<file path="config.mk">
export PLATFORM = sky130hd
export DESIGN_NAME = serial_bootloader_command_parser_core
export DESIGN_NICKNAME = d
export VERILOG_FILES = /design/src/hdl/sbcp_pkg.sv /design/src/hdl/serial_bootloader_command_parser_core.sv /design/src/hdl/sbcp_front.sv /design/src/hdl/sbcp_back.sv
export SDC_FILE = /design/constraint.sdc
export NUM_CORES = 1
export LEC_CHECK = 0
export ABC_AREA = 1
export BUFFER_PORTS_ARGS = -buffer_cell sky130_fd_sc_hd__buf_4
export CELL_PAD_IN_SITES_DETAIL_PLACEMENT = 1
export CELL_PAD_IN_SITES_GLOBAL_PLACEMENT = 1
export CORE_MARGIN = 10
export CORE_UTILIZATION = 45
export DETAILED_ROUTE_END_ITERATION = 6
export GPL_ROUTABILITY_DRIVEN = 1
export HOLD_SLACK_MARGIN = 0.08
export PLACE_DENSITY = 0.76
export SYNTH_ARGS = -nofsm -noshare
export SYNTH_HDL_FRONTEND = slang
export SYNTH_SLANG_ARGS = --single-unit
</file>
<file path="constraint.sdc">
create_clock -name clk_i -period 8.66 [get_ports clk_i]
set_input_delay 0.866 -clock clk_i [delete_from_list [all_inputs] [get_ports clk_i]]
set_output_delay 0.866 -clock clk_i [all_outputs]
set_load 0.02 [all_outputs]
</file>
<file path="src/hdl/sbcp_pkg.sv">
// package: types, codes and constants of the serial bootloader command parser
`timescale 1ns / 1ps
package sbcp_pkg;

  localparam int unsigned AddrWidthDef = 32;
  localparam int unsigned CfgIdxWidth  = 3;
  localparam int unsigned CfgDataWidth = 32;
  localparam int unsigned MaxRes       = 7;
  localparam int unsigned ResCntWidth  = 3;

  typedef enum logic [2:0] {
    CFG_BOOT_START = 3'd0,
    CFG_BLOCK_SIZE = 3'd1,
    CFG_READ_BOOT  = 3'd2,
    CFG_SIGNATURE  = 3'd3,
    CFG_VERSION    = 3'd4,
    CFG_DEV_TYPE   = 3'd5,
    CFG_LOCK       = 3'd6,
    CFG_FUSE       = 3'd7
  } cfg_idx_e;

  typedef enum logic [2:0] {
    KIND_TX       = 3'd0,
    KIND_FILL     = 3'd1,
    KIND_PAGE_WR  = 3'd2,
    KIND_EE_WR    = 3'd3,
    KIND_FLASH_RD = 3'd4,
    KIND_EE_RD    = 3'd5,
    KIND_EXIT     = 3'd6,
    KIND_NONE     = 3'd7
  } kind_e;

  typedef enum logic [10:0] {
    PH_IDLE    = 11'b00000000001,
    PH_ADDR_HI = 11'b00000000010,
    PH_ADDR_LO = 11'b00000000100,
    PH_SKIP    = 11'b00000001000,
    PH_SIZE_HI = 11'b00000010000,
    PH_SIZE_LO = 11'b00000100000,
    PH_TYPE    = 11'b00001000000,
    PH_WR_LO   = 11'b00010000000,
    PH_WR_HI   = 11'b00100000000,
    PH_WR_EE   = 11'b01000000000,
    PH_RD_WAIT = 11'b10000000000
  } phase_e;

  localparam logic [7:0] ChCr    = 8'h0D;
  localparam logic [7:0] ChYes   = 8'h59;
  localparam logic [7:0] ChQuery = 8'h3F;
  localparam logic [7:0] ChS     = 8'h53;
  localparam logic [7:0] ChF     = 8'h46;
  localparam logic [7:0] ChE     = 8'h45;
  localparam logic [7:0] ChZero  = 8'h30;
  localparam logic [7:0] ChB     = 8'h42;
  localparam logic [15:0] WordOnes = 16'hFFFF;

  // command bytes
  localparam logic [7:0] CmdEnterProg = 8'h50;
  localparam logic [7:0] CmdLeaveProg = 8'h4C;
  localparam logic [7:0] CmdSetType   = 8'h54;
  localparam logic [7:0] CmdSetLed    = 8'h78;
  localparam logic [7:0] CmdClrLed    = 8'h79;
  localparam logic [7:0] CmdExit      = 8'h45;
  localparam logic [7:0] CmdAutoInc   = 8'h61;
  localparam logic [7:0] CmdSetAddr   = 8'h41;
  localparam logic [7:0] CmdBlockSup  = 8'h62;
  localparam logic [7:0] CmdBlockWr   = 8'h42;
  localparam logic [7:0] CmdBlockRd   = 8'h67;
  localparam logic [7:0] CmdLock      = 8'h72;
  localparam logic [7:0] CmdFuseLo    = 8'h46;
  localparam logic [7:0] CmdFuseHi    = 8'h4E;
  localparam logic [7:0] CmdFuseExt   = 8'h51;
  localparam logic [7:0] CmdDevList   = 8'h74;
  localparam logic [7:0] CmdId        = 8'h53;
  localparam logic [7:0] CmdVersion   = 8'h56;
  localparam logic [7:0] CmdProgType  = 8'h70;
  localparam logic [7:0] CmdSig       = 8'h73;

  typedef logic [7:0] id_str_t [7];
  localparam id_str_t IdStr = '{8'h41, 8'h56, 8'h52, 8'h42, 8'h4F, 8'h4F, 8'h54};

  typedef struct packed {
    logic        op;
    logic [15:0] value;
  } in_item_t;

  typedef struct packed {
    logic [2:0]  kind;
    logic [7:0]  tx_byte;
    logic [31:0] mem_addr;
    logic [15:0] mem_data;
    logic        last;
  } out_item_t;

  typedef struct packed {
    logic [31:0] boot_start_addr;
    logic [15:0] block_size;
    logic        read_boot_enable;
    logic [23:0] signature;
    logic [15:0] version;
    logic [7:0]  device_type;
    logic [7:0]  lock_bits;
    logic [23:0] fuse_bits;
  } cfg_t;

  // one queue entry: the result list of one input beat
  typedef struct packed {
    logic [ResCntWidth-1:0] cnt;
    logic [MaxRes-1:0][2:0]  kind;
    logic [MaxRes-1:0][7:0]  tx_byte;
    logic [31:0]             mem_addr;
    logic [31:0]             page_addr;   // address of a page write in the list
    logic [15:0]             mem_data;
  } batch_t;

endpackage

</file>
<file path="src/hdl/serial_bootloader_command_parser_core.sv">
// top level: config registers, front parser and back result queue
//  channel | dir | handshake            | payload
//  in      | in  | in_valid / in_ready   | in_data (op, value)
//  out     | out | out_valid / out_ready | out_data (kind, tx_byte, mem_addr, mem_data, last)
//  cfg     | in  | cfg_valid / cfg_ready | cfg_index, cfg_data
// an input beat is parsed in its accept cycle; its results enter a two-entry queue
// results leave one per cycle while out_ready is high; an item yields 1..7 results at the
// output, and items with no result never enter the queue
// in_ready drops only while both queue entries hold results
// reset clears parser state and config to defaults; cfg_ready is always high
`timescale 1ns / 1ps
module serial_bootloader_command_parser_core #(
  parameter int unsigned AddrWidth = sbcp_pkg::AddrWidthDef
) (
  input  logic clk_i,
  input  logic rst_ni,
  input  logic in_valid,
  output logic in_ready,
  input  sbcp_pkg::in_item_t in_data,
  output logic out_valid,
  input  logic out_ready,
  output sbcp_pkg::out_item_t out_data,
  input  logic cfg_valid,
  output logic cfg_ready,
  input  logic [sbcp_pkg::CfgIdxWidth-1:0] cfg_index,
  input  logic [sbcp_pkg::CfgDataWidth-1:0] cfg_data
);
  import sbcp_pkg::*;

  cfg_t cfg_q;
  logic qv, qr;
  batch_t qd;

  assign cfg_ready = 1'b1;

  always_ff @(posedge clk_i or negedge rst_ni) begin
    if (!rst_ni) begin
      cfg_q <= '{boot_start_addr: 32'd28672, block_size: 16'd128, read_boot_enable: 1'b0,
                 signature: 24'd2004239, version: 16'd256, device_type: 8'd0,
                 lock_bits: 8'd255, fuse_bits: 24'hFFFFFF};
    end else if (cfg_valid) begin
      unique case (cfg_idx_e'(cfg_index))
        CFG_BOOT_START: cfg_q.boot_start_addr  <= cfg_data;
        CFG_BLOCK_SIZE: cfg_q.block_size       <= cfg_data[15:0];
        CFG_READ_BOOT:  cfg_q.read_boot_enable <= cfg_data[0];
        CFG_SIGNATURE:  cfg_q.signature        <= cfg_data[23:0];
        CFG_VERSION:    cfg_q.version          <= cfg_data[15:0];
        CFG_DEV_TYPE:   cfg_q.device_type      <= cfg_data[7:0];
        CFG_LOCK:       cfg_q.lock_bits        <= cfg_data[7:0];
        CFG_FUSE:       cfg_q.fuse_bits        <= cfg_data[23:0];
        default: ;
      endcase
    end
  end

  sbcp_front #(.AddrWidth(AddrWidth)) u_front (
    .clk_i, .rst_ni, .cfg_i(cfg_q), .in_valid, .in_ready, .in_data,
    .q_valid_o(qv), .q_ready_i(qr), .q_data_o(qd)
  );

  sbcp_back u_back (
    .clk_i, .rst_ni, .q_valid_i(qv), .q_ready_o(qr), .q_data_i(qd),
    .out_valid, .out_ready, .out_data
  );

endmodule

</file>
<file path="src/hdl/sbcp_front.sv">
// front part: protocol state and per-beat result list
`timescale 1ns / 1ps
module sbcp_front #(
  parameter int unsigned AddrWidth = sbcp_pkg::AddrWidthDef
) (
  input  logic              clk_i,
  input  logic              rst_ni,
  input  sbcp_pkg::cfg_t    cfg_i,
  input  logic              in_valid,
  output logic              in_ready,
  input  sbcp_pkg::in_item_t in_data,
  output logic              q_valid_o,
  input  logic              q_ready_i,
  output sbcp_pkg::batch_t  q_data_o
);
  import sbcp_pkg::*;

  phase_e phase_q, phase_d;
  logic [7:0]  cmd_q, cmd_d;
  logic [AddrWidth-1:0] addr_q, addr_d;
  logic [15:0] left_q, left_d;
  logic [AddrWidth-1:0] page_q, page_d;
  logic [7:0]  latch_q, latch_d;
  logic        ee_q, ee_d, halt_q, halt_d;

  batch_t b;
  logic [ResCntWidth-1:0] n;
  logic [7:0] v8;
  logic [15:0] rv;
  logic [AddrWidth-1:0] addr_p2, a16;
  logic [31:0] addr_ext;

  assign in_ready = q_ready_i;
  assign q_valid_o = in_valid;
  assign q_data_o  = b;
  assign v8 = in_data.value[7:0];
  assign addr_p2 = addr_q + AddrWidth'(2);
  assign a16 = AddrWidth'(addr_q[15:0]);
  assign addr_ext = 32'(addr_q);

  always_comb begin
    phase_d = phase_q; cmd_d = cmd_q; addr_d = addr_q; left_d = left_q;
    page_d = page_q; latch_d = latch_q; ee_d = ee_q; halt_d = halt_q;
    b = '0; n = '0; rv = in_data.value;
    for (int i = 0; i < MaxRes; i++) b.kind[i] = KIND_NONE;
    if (!halt_q && !in_data.op) begin
      unique case (phase_q)
        PH_IDLE: begin
          cmd_d = v8;
          unique case (v8)
            CmdEnterProg, CmdLeaveProg: begin
              b.kind[0] = KIND_TX; b.tx_byte[0] = ChCr; n = 3'd1;
            end
            CmdSetType, CmdSetLed, CmdClrLed: phase_d = PH_SKIP;
            CmdExit: begin
              b.kind[0] = KIND_TX; b.tx_byte[0] = ChCr; b.kind[1] = KIND_EXIT;
              n = 3'd2; halt_d = 1'b1;
            end
            CmdAutoInc: begin b.kind[0] = KIND_TX; b.tx_byte[0] = ChYes; n = 3'd1; end
            CmdSetAddr: phase_d = PH_ADDR_HI;
            CmdBlockSup: begin
              b.kind[0] = KIND_TX; b.kind[1] = KIND_TX; b.kind[2] = KIND_TX;
              b.tx_byte[0] = ChYes; b.tx_byte[1] = cfg_i.block_size[15:8];
              b.tx_byte[2] = cfg_i.block_size[7:0]; n = 3'd3;
            end
            CmdBlockWr, CmdBlockRd: phase_d = PH_SIZE_HI;
            CmdLock: begin
              b.kind[0] = KIND_TX; b.tx_byte[0] = cfg_i.lock_bits; n = 3'd1;
            end
            CmdFuseLo: begin
              b.kind[0] = KIND_TX; b.tx_byte[0] = cfg_i.fuse_bits[7:0]; n = 3'd1;
            end
            CmdFuseHi: begin
              b.kind[0] = KIND_TX; b.tx_byte[0] = cfg_i.fuse_bits[15:8]; n = 3'd1;
            end
            CmdFuseExt: begin
              b.kind[0] = KIND_TX; b.tx_byte[0] = cfg_i.fuse_bits[23:16]; n = 3'd1;
            end
            CmdDevList: begin
              b.kind[0] = KIND_TX; b.kind[1] = KIND_TX;
              b.tx_byte[0] = cfg_i.device_type; n = 3'd2;
            end
            CmdId: begin
              for (int i = 0; i < MaxRes; i++) begin
                b.kind[i] = KIND_TX; b.tx_byte[i] = IdStr[i];
              end
              n = 3'd7;
            end
            CmdVersion: begin
              b.kind[0] = KIND_TX; b.kind[1] = KIND_TX;
              b.tx_byte[0] = cfg_i.version[15:8] + ChZero;
              b.tx_byte[1] = cfg_i.version[7:0] + ChZero; n = 3'd2;
            end
            CmdProgType: begin b.kind[0] = KIND_TX; b.tx_byte[0] = ChS; n = 3'd1; end
            CmdSig: begin
              b.kind[0] = KIND_TX; b.kind[1] = KIND_TX; b.kind[2] = KIND_TX;
              b.tx_byte[0] = cfg_i.signature[7:0]; b.tx_byte[1] = cfg_i.signature[15:8];
              b.tx_byte[2] = cfg_i.signature[23:16]; n = 3'd3;
            end
            default: begin b.kind[0] = KIND_TX; b.tx_byte[0] = ChQuery; n = 3'd1; end
          endcase
        end
        PH_ADDR_HI: begin latch_d = v8; phase_d = PH_ADDR_LO; end
        PH_ADDR_LO: begin
          addr_d = AddrWidth'({latch_q, v8, 1'b0});
          b.kind[0] = KIND_TX; b.tx_byte[0] = ChCr; n = 3'd1; phase_d = PH_IDLE;
        end
        PH_SKIP: begin b.kind[0] = KIND_TX; b.tx_byte[0] = ChCr; n = 3'd1; phase_d = PH_IDLE; end
        PH_SIZE_HI: begin left_d = {v8, 8'h00}; phase_d = PH_SIZE_LO; end
        PH_SIZE_LO: begin left_d = left_q | {8'h00, v8}; phase_d = PH_TYPE; end
        PH_TYPE: begin
          phase_d = PH_IDLE;
          if (v8 == ChF) begin
            ee_d = 1'b0;
            if (cmd_q == CmdBlockWr) begin
              page_d = addr_q;
              if (left_q == '0) begin
                b.kind[0] = KIND_PAGE_WR;
                b.kind[1] = KIND_TX; b.tx_byte[1] = ChCr; n = 3'd2;
              end else phase_d = PH_WR_LO;
            end else if (left_q != '0) begin
              b.kind[0] = KIND_FLASH_RD; b.mem_addr = addr_ext; n = 3'd1;
              phase_d = PH_RD_WAIT;
            end
          end else if (v8 == ChE) begin
            ee_d = 1'b1; addr_d = a16;
            if (cmd_q == CmdBlockWr) begin
              if (left_q == '0) begin
                b.kind[0] = KIND_TX; b.tx_byte[0] = ChCr; n = 3'd1;
              end else phase_d = PH_WR_EE;
            end else if (left_q != '0) begin
              b.kind[0] = KIND_EE_RD; b.mem_addr = 32'(a16); n = 3'd1;
              phase_d = PH_RD_WAIT;
            end
          end else if (cmd_q == CmdBlockWr) begin
            b.kind[0] = KIND_TX; b.tx_byte[0] = ChCr; n = 3'd1;
          end
        end
        PH_WR_LO: begin
          latch_d = v8; left_d = left_q - 16'd1;
          if (left_q == 16'd1) begin
            b.kind[0] = KIND_FILL; b.mem_addr = addr_ext; b.mem_data = {8'hFF, v8};
            b.kind[1] = KIND_PAGE_WR; b.kind[2] = KIND_TX; b.tx_byte[2] = ChCr;
            n = 3'd3; addr_d = addr_p2; phase_d = PH_IDLE;
          end else phase_d = PH_WR_HI;
        end
        PH_WR_HI: begin
          b.kind[0] = KIND_FILL; b.mem_addr = addr_ext; b.mem_data = {v8, latch_q};
          addr_d = addr_p2; left_d = left_q - 16'd1; n = 3'd1; phase_d = PH_WR_LO;
          if (left_q == 16'd1) begin
            b.kind[1] = KIND_PAGE_WR; b.kind[2] = KIND_TX; b.tx_byte[2] = ChCr;
            n = 3'd3; phase_d = PH_IDLE;
          end
        end
        PH_WR_EE: begin
          b.kind[0] = KIND_EE_WR; b.mem_addr = addr_ext; b.mem_data = {8'h00, v8};
          addr_d = AddrWidth'(addr_q[15:0] + 16'd1); left_d = left_q - 16'd1; n = 3'd1;
          if (left_q == 16'd1) begin
            b.kind[1] = KIND_TX; b.tx_byte[1] = ChCr; n = 3'd2; phase_d = PH_IDLE;
          end
        end
        PH_RD_WAIT: ;
        default: ;
      endcase
    end else if (!halt_q && phase_q == PH_RD_WAIT) begin
      if (ee_q) begin
        b.kind[0] = KIND_TX; b.tx_byte[0] = rv[7:0];
        addr_d = AddrWidth'(addr_q[15:0] + 16'd1); left_d = left_q - 16'd1; n = 3'd1;
        if (left_q != 16'd1) begin
          b.kind[1] = KIND_EE_RD; b.mem_addr = 32'(addr_q[15:0] + 16'd1); n = 3'd2;
        end else phase_d = PH_IDLE;
      end else begin
        if (addr_ext >= cfg_i.boot_start_addr && !cfg_i.read_boot_enable) rv = WordOnes;
        b.kind[0] = KIND_TX; b.tx_byte[0] = rv[7:0];
        b.kind[1] = KIND_TX; b.tx_byte[1] = rv[15:8]; n = 3'd2;
        addr_d = addr_p2;
        left_d = (left_q >= 16'd2) ? left_q - 16'd2 : 16'd0;
        if (left_q > 16'd2) begin
          b.kind[2] = KIND_FLASH_RD; b.mem_addr = 32'(addr_p2); n = 3'd3;
        end else phase_d = PH_IDLE;
      end
    end
    // page write addresses carry the page start
    b.page_addr = 32'(page_d);
    b.cnt = n;
  end

  always_ff @(posedge clk_i or negedge rst_ni) begin
    if (!rst_ni) begin
      phase_q <= PH_IDLE; cmd_q <= '0; addr_q <= '0; left_q <= '0;
      page_q <= '0; latch_q <= '0; ee_q <= 1'b0; halt_q <= 1'b0;
    end else if (in_valid && in_ready) begin
      phase_q <= phase_d; cmd_q <= cmd_d; addr_q <= addr_d; left_q <= left_d;
      page_q <= page_d; latch_q <= latch_d; ee_q <= ee_d; halt_q <= halt_d;
    end
  end

endmodule

</file>
<file path="src/hdl/sbcp_back.sv">
// back part: two-entry queue of result lists and result serializer
`timescale 1ns / 1ps
module sbcp_back (
  input  logic               clk_i,
  input  logic               rst_ni,
  input  logic               q_valid_i,
  output logic               q_ready_o,
  input  sbcp_pkg::batch_t   q_data_i,
  output logic               out_valid,
  input  logic               out_ready,
  output sbcp_pkg::out_item_t out_data
);
  import sbcp_pkg::*;

  batch_t mem_q [2];
  logic   wp_q, rp_q;
  logic [1:0] cnt_q;
  logic [ResCntWidth-1:0] idx_q;
  batch_t head;
  logic push, pop, take;

  assign head = mem_q[rp_q];
  assign q_ready_o = (cnt_q != 2'd2);
  assign push = q_valid_i && q_ready_o && (q_data_i.cnt != '0);
  assign out_valid = (cnt_q != 2'd0);
  assign take = out_valid && out_ready;
  assign pop  = take && (idx_q == head.cnt - 3'd1);

  always_comb begin
    out_data = '0;
    out_data.kind = head.kind[idx_q];
    if (head.kind[idx_q] == KIND_TX) out_data.tx_byte = head.tx_byte[idx_q];
    if (head.kind[idx_q] == KIND_PAGE_WR) out_data.mem_addr = head.page_addr;
    else if (head.kind[idx_q] != KIND_TX && head.kind[idx_q] != KIND_EXIT)
      out_data.mem_addr = head.mem_addr;
    if (head.kind[idx_q] == KIND_FILL || head.kind[idx_q] == KIND_EE_WR)
      out_data.mem_data = head.mem_data;
    out_data.last = (idx_q == head.cnt - 3'd1);
  end

  always_ff @(posedge clk_i) begin
    if (push) mem_q[wp_q] <= q_data_i;
  end

  always_ff @(posedge clk_i or negedge rst_ni) begin
    if (!rst_ni) begin
      wp_q <= 1'b0; rp_q <= 1'b0; cnt_q <= '0; idx_q <= '0;
    end else begin
      if (push) wp_q <= ~wp_q;
      if (pop) begin
        rp_q <= ~rp_q; idx_q <= '0;
      end else if (take) idx_q <= idx_q + 3'd1;
      cnt_q <= cnt_q + {1'b0, push} - {1'b0, pop};
    end
  end

endmodule

</file>
-- Word level (Yosys, flattened, before mapping)
Memories as Yosys holds them, arrays and structs flattened.
Cells that the tools add are included.
- add/subtract/negate cells: 10
- order comparisons: 4
- equal/unequal tests: 59
- muxes and demuxes: 128
- bitwise operators: 3
- reduce and logical (&&, ||, !) cells: 52
- operators by type and width (kind ; number):
    32-bit two-way mux ; 20
    8-bit by 7-bit equality test with 1-bit output (second input constant) ; 21
    32-bit one-hot mux with 5 select lines ; 1
    16-bit two-way mux ; 9
    11-bit two-way mux ; 11
    11-bit one-hot mux with 9 select lines ; 1
    48-bit two-way mux ; 2
    16-bit one-hot mux with 3 select lines ; 2
    32-bit one-hot mux with 3 select lines ; 1
    8-bit one-hot mux with 12 select lines ; 1
    8-bit two-way mux ; 9
    8-bit one-hot mux with 3 select lines ; 3
    31-bit two-way mux ; 2
    3-bit two-way mux ; 18
    40-bit two-way mux ; 1
    39-bit two-way mux ; 1
    12-bit two-way mux ; 3
    9-bit two-way mux ; 4
    3-bit one-hot mux with 6 select lines ; 2
    11-bit one-hot mux with 3 select lines ; 1
    32-bit by 2-bit adder with 32-bit output (second input constant) ; 1
    32-bit greater-or-equal comparator ; 1
    8-bit one-hot mux with 4 select lines ; 1
    8-bit binary-select mux with 3-bit select ; 1
    other kinds (66) ; 139
- flip-flop bits (word level): 245
- memory bits (writable): 318
- bits of input ports: 57
- logic and storage cells: 278
- memories: 1
- memory list (name ; depth ; bits a word ; read ports ; clocked after memory_dff ; wr ports ; RTL line ; source):
    u_back.mem_q ; 2 ; 159 ; 1 ; 0 ; 1 ; sbcp_back.sv:15 ; batch_t mem_q [2];

-- Depth between registers and ports, before layout
- depth after elaboration: 11
- gate-level depth with buffers: 17
- depth with buffers taken out: 17

-- Cells and area by module
A second synthesis with hierarchy kept.
- cell total of the unflattened synthesis: 3569
- area total of the unflattened synthesis: 30516.8 µm²
- modules (own cells, without submodules) (module ; instances ; cells an instance ; area an instance (µm²)):
    sbcp_back ; 1 ; 1131 ; 13452.9
    sbcp_front ; 1 ; 1866 ; 11982.7
    serial_bootloader_command_parser_core ; 1 ; 572 ; 5081.1

-- Worst setup path before layout
Ideal clock, no wire load.
- path kind: input -> register
- start point: input in_data[0] in the netlist's numbering
- end point: memory u_back.mem_q[1][0] in the netlist's numbering (enable)
- library setup time: 0.594 ns
- data arrival time: 6.980 ns
- slack: 1.086 ns
- cell stages on the path: 13
- path buffers: 2
- path through: buf_2 -> inv_2 -> nand2_1 -> nor2_1 -> nand2_2 -> clkbuf_1 -> nand3_1 -> nand3_1 -> nand4_1 -> nand2_1 -> nand2_1 -> nand2_1 -> nor2_1
- longest elaborated chain between the ends: 9
- elaborated cells on any way between the ends: 25
- RTL lines (item ; RTL line ; source):
    start, declared ; serial_bootloader_command_parser_core.sv:19 ; input sbcp_pkg::in_item_t in_data,
    8-bit by 7-bit equality test with 1-bit output, on equally long branches ; sbcp_front.sv:50, sbcp_front.sv:125 ;
    6-bit OR reduction (no source line) (tied with other cells) ; -- ;
    3-bit one-hot mux with 4 select lines or 3-bit two-way mux (tied branches) ; sbcp_front.sv:50, sbcp_front.sv:113 ;
    3-bit one-hot mux with 6 select lines (*) ; sbcp_front.sv:47 ; unique case (phase_q)
    3-bit two-way mux (*) ; sbcp_front.sv:46 ; if (!halt_q && !in_data.op) begin
    3-bit nonzero test (*) ; sbcp_back.sv:24 ; assign push = q_valid_i && q_ready_o && (q_data_i.cnt != '0);
    1-bit logical AND (*) ; sbcp_back.sv:24 ;
    1-bit two-way mux (*) ; sbcp_back.sv:42 ; if (push) mem_q[wp_q] <= q_data_i;
    1-bit two-way mux (implied by the code) (*) ; sbcp_back.sv:42 ;
    end, declared ; sbcp_back.sv:15 ;
Every way passes the cells marked *; elsewhere a longest branch is shown, timed or not.

==> results.md <==
- First-pass GRT wire length: ~140000 um
- Initial Util: 0.454
- Worst Reg-to-Reg Cells: 16
- Io pins: 120
- Gpl congestion: 0.960
- Mapped Area: 25600 sq um
- CP max FO: between 70 and 80
- Leak pwr: 12.5 nW
- YS warnings: 0
- Area Growth Syn to Fin: 12.9%
- CP Cell Sequence: inv_2, buf_4, o21ai_0, o21ai_0, inv_1, a21oi_1, nand2_2, nor2_4, o211ai_1, nand2_1, buf_4
- Pint: about 4.8 mW
- Switching share of power: 0.360
- Clk root buf: clkbuf_16
- Most frequent cells in the layout: nand2_1, o21ai_0, inv_1
- Pwr Total: 7.56 mW
- Core region area: roughly 56000 sq um
- CP Buf/Inv Count: 4
- Nets: 3195
- Clock skew: 0.0293 ns
- CP Capture Type: output pin
- Worst path required time: 7.79 ns
- Gr ovfl total: 0
- Crit path launch type: flop
- Fin Setup TNS: 0 ns
- Comb pwr share: 0.322
- Clock Latency Late Sink: 0.62 ns
- Initial drt markers: 1962
- DRC: 0
- Crit path time final: 5.97 ns
- Synth Flop Type: edfxtp_1
- Syn nets: around 3100
- Syn avg cell area: 8.47 sq um
- Sink Count: 479
- RSZ-0062 raised after global routing: no
- Share of layout cells above drive strength 1: 0.134
- Post-synth EDFFs: between 200 and 250
- Wire length per cell: around 24 um
- Tot GR Track Use: 0.272
- Pwr Density: 262 nW/um^2
- CP top delay family: simple AND/OR/NAND/NOR gates
- Final Hold Viols: 0
- CTS Buf Count: 53
- Largest net degree at the start of global routing: 87
- CTS tree: built
- Port Buffer Count: roughly 120
- Worst-Margin Slew: 1.13 ns
- Sequential fraction of design power: 0.361
- Slew Limit Fails: 0
- Die height: around 260 um
- Worst rel slew slack: 0.247
- Antenna Nets Post-Route: 0
- Worst min path class: primary input to asynchronous set/reset pin
- Fill cells: 6711
- Initial antenna violation count: 8
- DP HPWL: 67100 um
- # rows: 87
- # setup viols final: 0
- Setup repair bufs after CTS: 0
- Dpl cell area: between 20000 and 30000 sq um
- Clock Power Share: 0.317
- Critical path's slowest cell: nor2_4
- Die width: about 260 um
- Most common cell after layout, fill and taps aside: nand2_1
- Drt first pass iters: 6
- Critical Path AT: 5.11 ns
- Die area: 66800 sq um
- Clk pin slew, worst setup/hold paths: ~0.060 ns
- Number of synthesized register bits: 479
- CTS Buffer Depth: 3
- Design area: approximately 29000 sq um
- R2R setup slack: 3.96 ns
- CP Class: flop to output pin
- Peak supply drop: 192 uV
- Routed vias: 22109
- Reg-to-Reg End: u_back.mem_q[1][22]
- F_max: 167 MHz
- Register area share after synthesis: 0.517
- Number of global-route vias before repair: around 23000
- H-tree levels: 2
- Final Cycle Share: 0.690
- Distinct cells, synth: 57
- Cells after Synth: 3018
- Maxcap violations: 0
- Status: completed
- Vias per inst: about 5.7
- Hold Worst Slack: roughly 0.19 ns
- Post-synth ARST share: 0.511
- R2R Path Start: u_front.left_q[3]
- NetSw: 2.72 mW
- Hold-fix buffers, CTS: 0
- Crit-path max cell delay: about 0.9 ns
- PostCTS Resize Cnt: 0
- Total routed wirelength: a little over 90000 um
## flip-flops by register name (all words and copies together), names as in the netlist, 2 cells and up
register and count:
cfg_q 129, u_back.cnt_q 2, u_back.idx_q 3, u_back.mem_q 234
u_front.addr_ext 32, u_front.cmd_q 8, u_front.latch_q 8, u_front.left_q 16
u_front.page_q 32, u_front.phase_q 11
## logic make-up (layout without fill, tap and decap cells)
| group | Yosys count | in the layout | synth area share |
|---|---|---|---|
| AND/OR/NAND/NOR | 1420 | 1420 | 0.232 |
| AO/OA/AOI/OAI | 569 | 569 | 0.131 |
| flip-flops | 479 | 479 | 0.517 |
| buffers and inverters | 416 | 529 | 0.0658 |
| XOR/XNOR | 66 | 66 | 0.0226 |
| adder cells (fa/ha/maj) | 50 | 50 | 0.0245 |
| multiplexers | 17 | 17 | 0.00666 |
| other | 1 | 3 | 0.000147 |
## Yosys cell counts (all sizes together), types with 3 or more instances
cell    instances  share of area
nand2         913           0.14
o21ai         326          0.070
inv           289          0.043
nor2          274          0.044
edfxtp        234           0.27
dfrtp         195           0.19
nand3         123          0.025
a21oi         111          0.022
clkbuf         75          0.011
xor2           53          0.018
dfstp          50          0.051
ha             50          0.024
o211ai         50          0.015
buf            46          0.011
or2            37         0.0091
nor3           35         0.0073
nand4          33         0.0083
o22ai          23         0.0056
a22oi          17         0.0050
mux2i          17         0.0067
xnor2          13         0.0045
o221ai         11         0.0038
a31oi           7         0.0017
clkinv          6        0.00088
a22o            5         0.0017
a221oi          4         0.0014
nor4            3        0.00073
## cell type report
type / count / area [sq um] / area share
Sequential cell: 479 / 13200 / 0.458
Multi-Input combinational cell: 2123 / 10700 / 0.370
Clock buffer: 66 / 1470 / 0.0508
Inverter: 295 / 1120 / 0.0387
Timing Repair Buffer: 136 / 1030 / 0.0356
Tap cell: 756 / 946 / 0.0328
Clock inverter: 32 / 384 / 0.0133
Antenna cell: 2 / 5.00 / 0.000173
## worst max-delay path by stage
stage	startpoint	end	slack (ns)	cells past startpoint
final	u_back.rp_q	out_data[23]	2.69	11
after global routing	u_back.rp_q	out_data[23]	2.22	11
after CTS	u_back.rp_q	out_data[23]	2.73	11
after detailed placement	u_back.rp_q	out_data[20]	3.43	11
after global placement	u_back.rp_q	out_data[24]	3.76	13
after floorplan	in_data[0]	u_back.mem_q[1][0]	1.09	13
## through the flow
stage,cells,setup WS [ns],utilization
CTS,3887,2.73,0.513
global placement,3789,3.76,0.480
global route,3887,2.22,0.513
detailed placement,3789,3.43,0.480
floorplan,3018,1.09,-
finish,3889,2.69,0.513
## layer usage
layer | vias to the layer above | GRT usage | part of all wire
met4 | 2 | 0.0897 | 0.031
met2 | 618 | 0.448 | 0.47
met3 | 166 | 0.0499 | 0.065
met5 | - | 0 | 0.00023
met1 | 11180 | 0.357 | 0.43
li1 | 10143 | - | -
## power by group through the flow
stage	clock network [mW]	registers (mW)	logic, mW
6_report	2.40	2.72	2.44
5_1_grt	2.53	2.75	2.67
4_1_cts	2.42	2.72	2.47
3_5_place_dp	0	2.76	2.44
3_3_place_gp	0	2.75	2.36
2_1_floorplan	0	2.69	1.51
## worst register-to-register path: stages, from the launching register on
cell	delay [ns]
dfrtp_1	0.46
nor2_1	0.26
nand2_1	0.12
nor2_1	0.13
nand3_1	0.31
inv_1	0.26
ha_1	0.21
nand3_1	0.08
nor2_1	0.17
a21oi_1	0.16
nand4_1	0.16
nand2_1	0.09
nand2_1	0.13
nand2_1	0.14
nor2_4	0.12
buf_4	0.54
buf_4	0.86
Power figures use the tool's default switching activity.
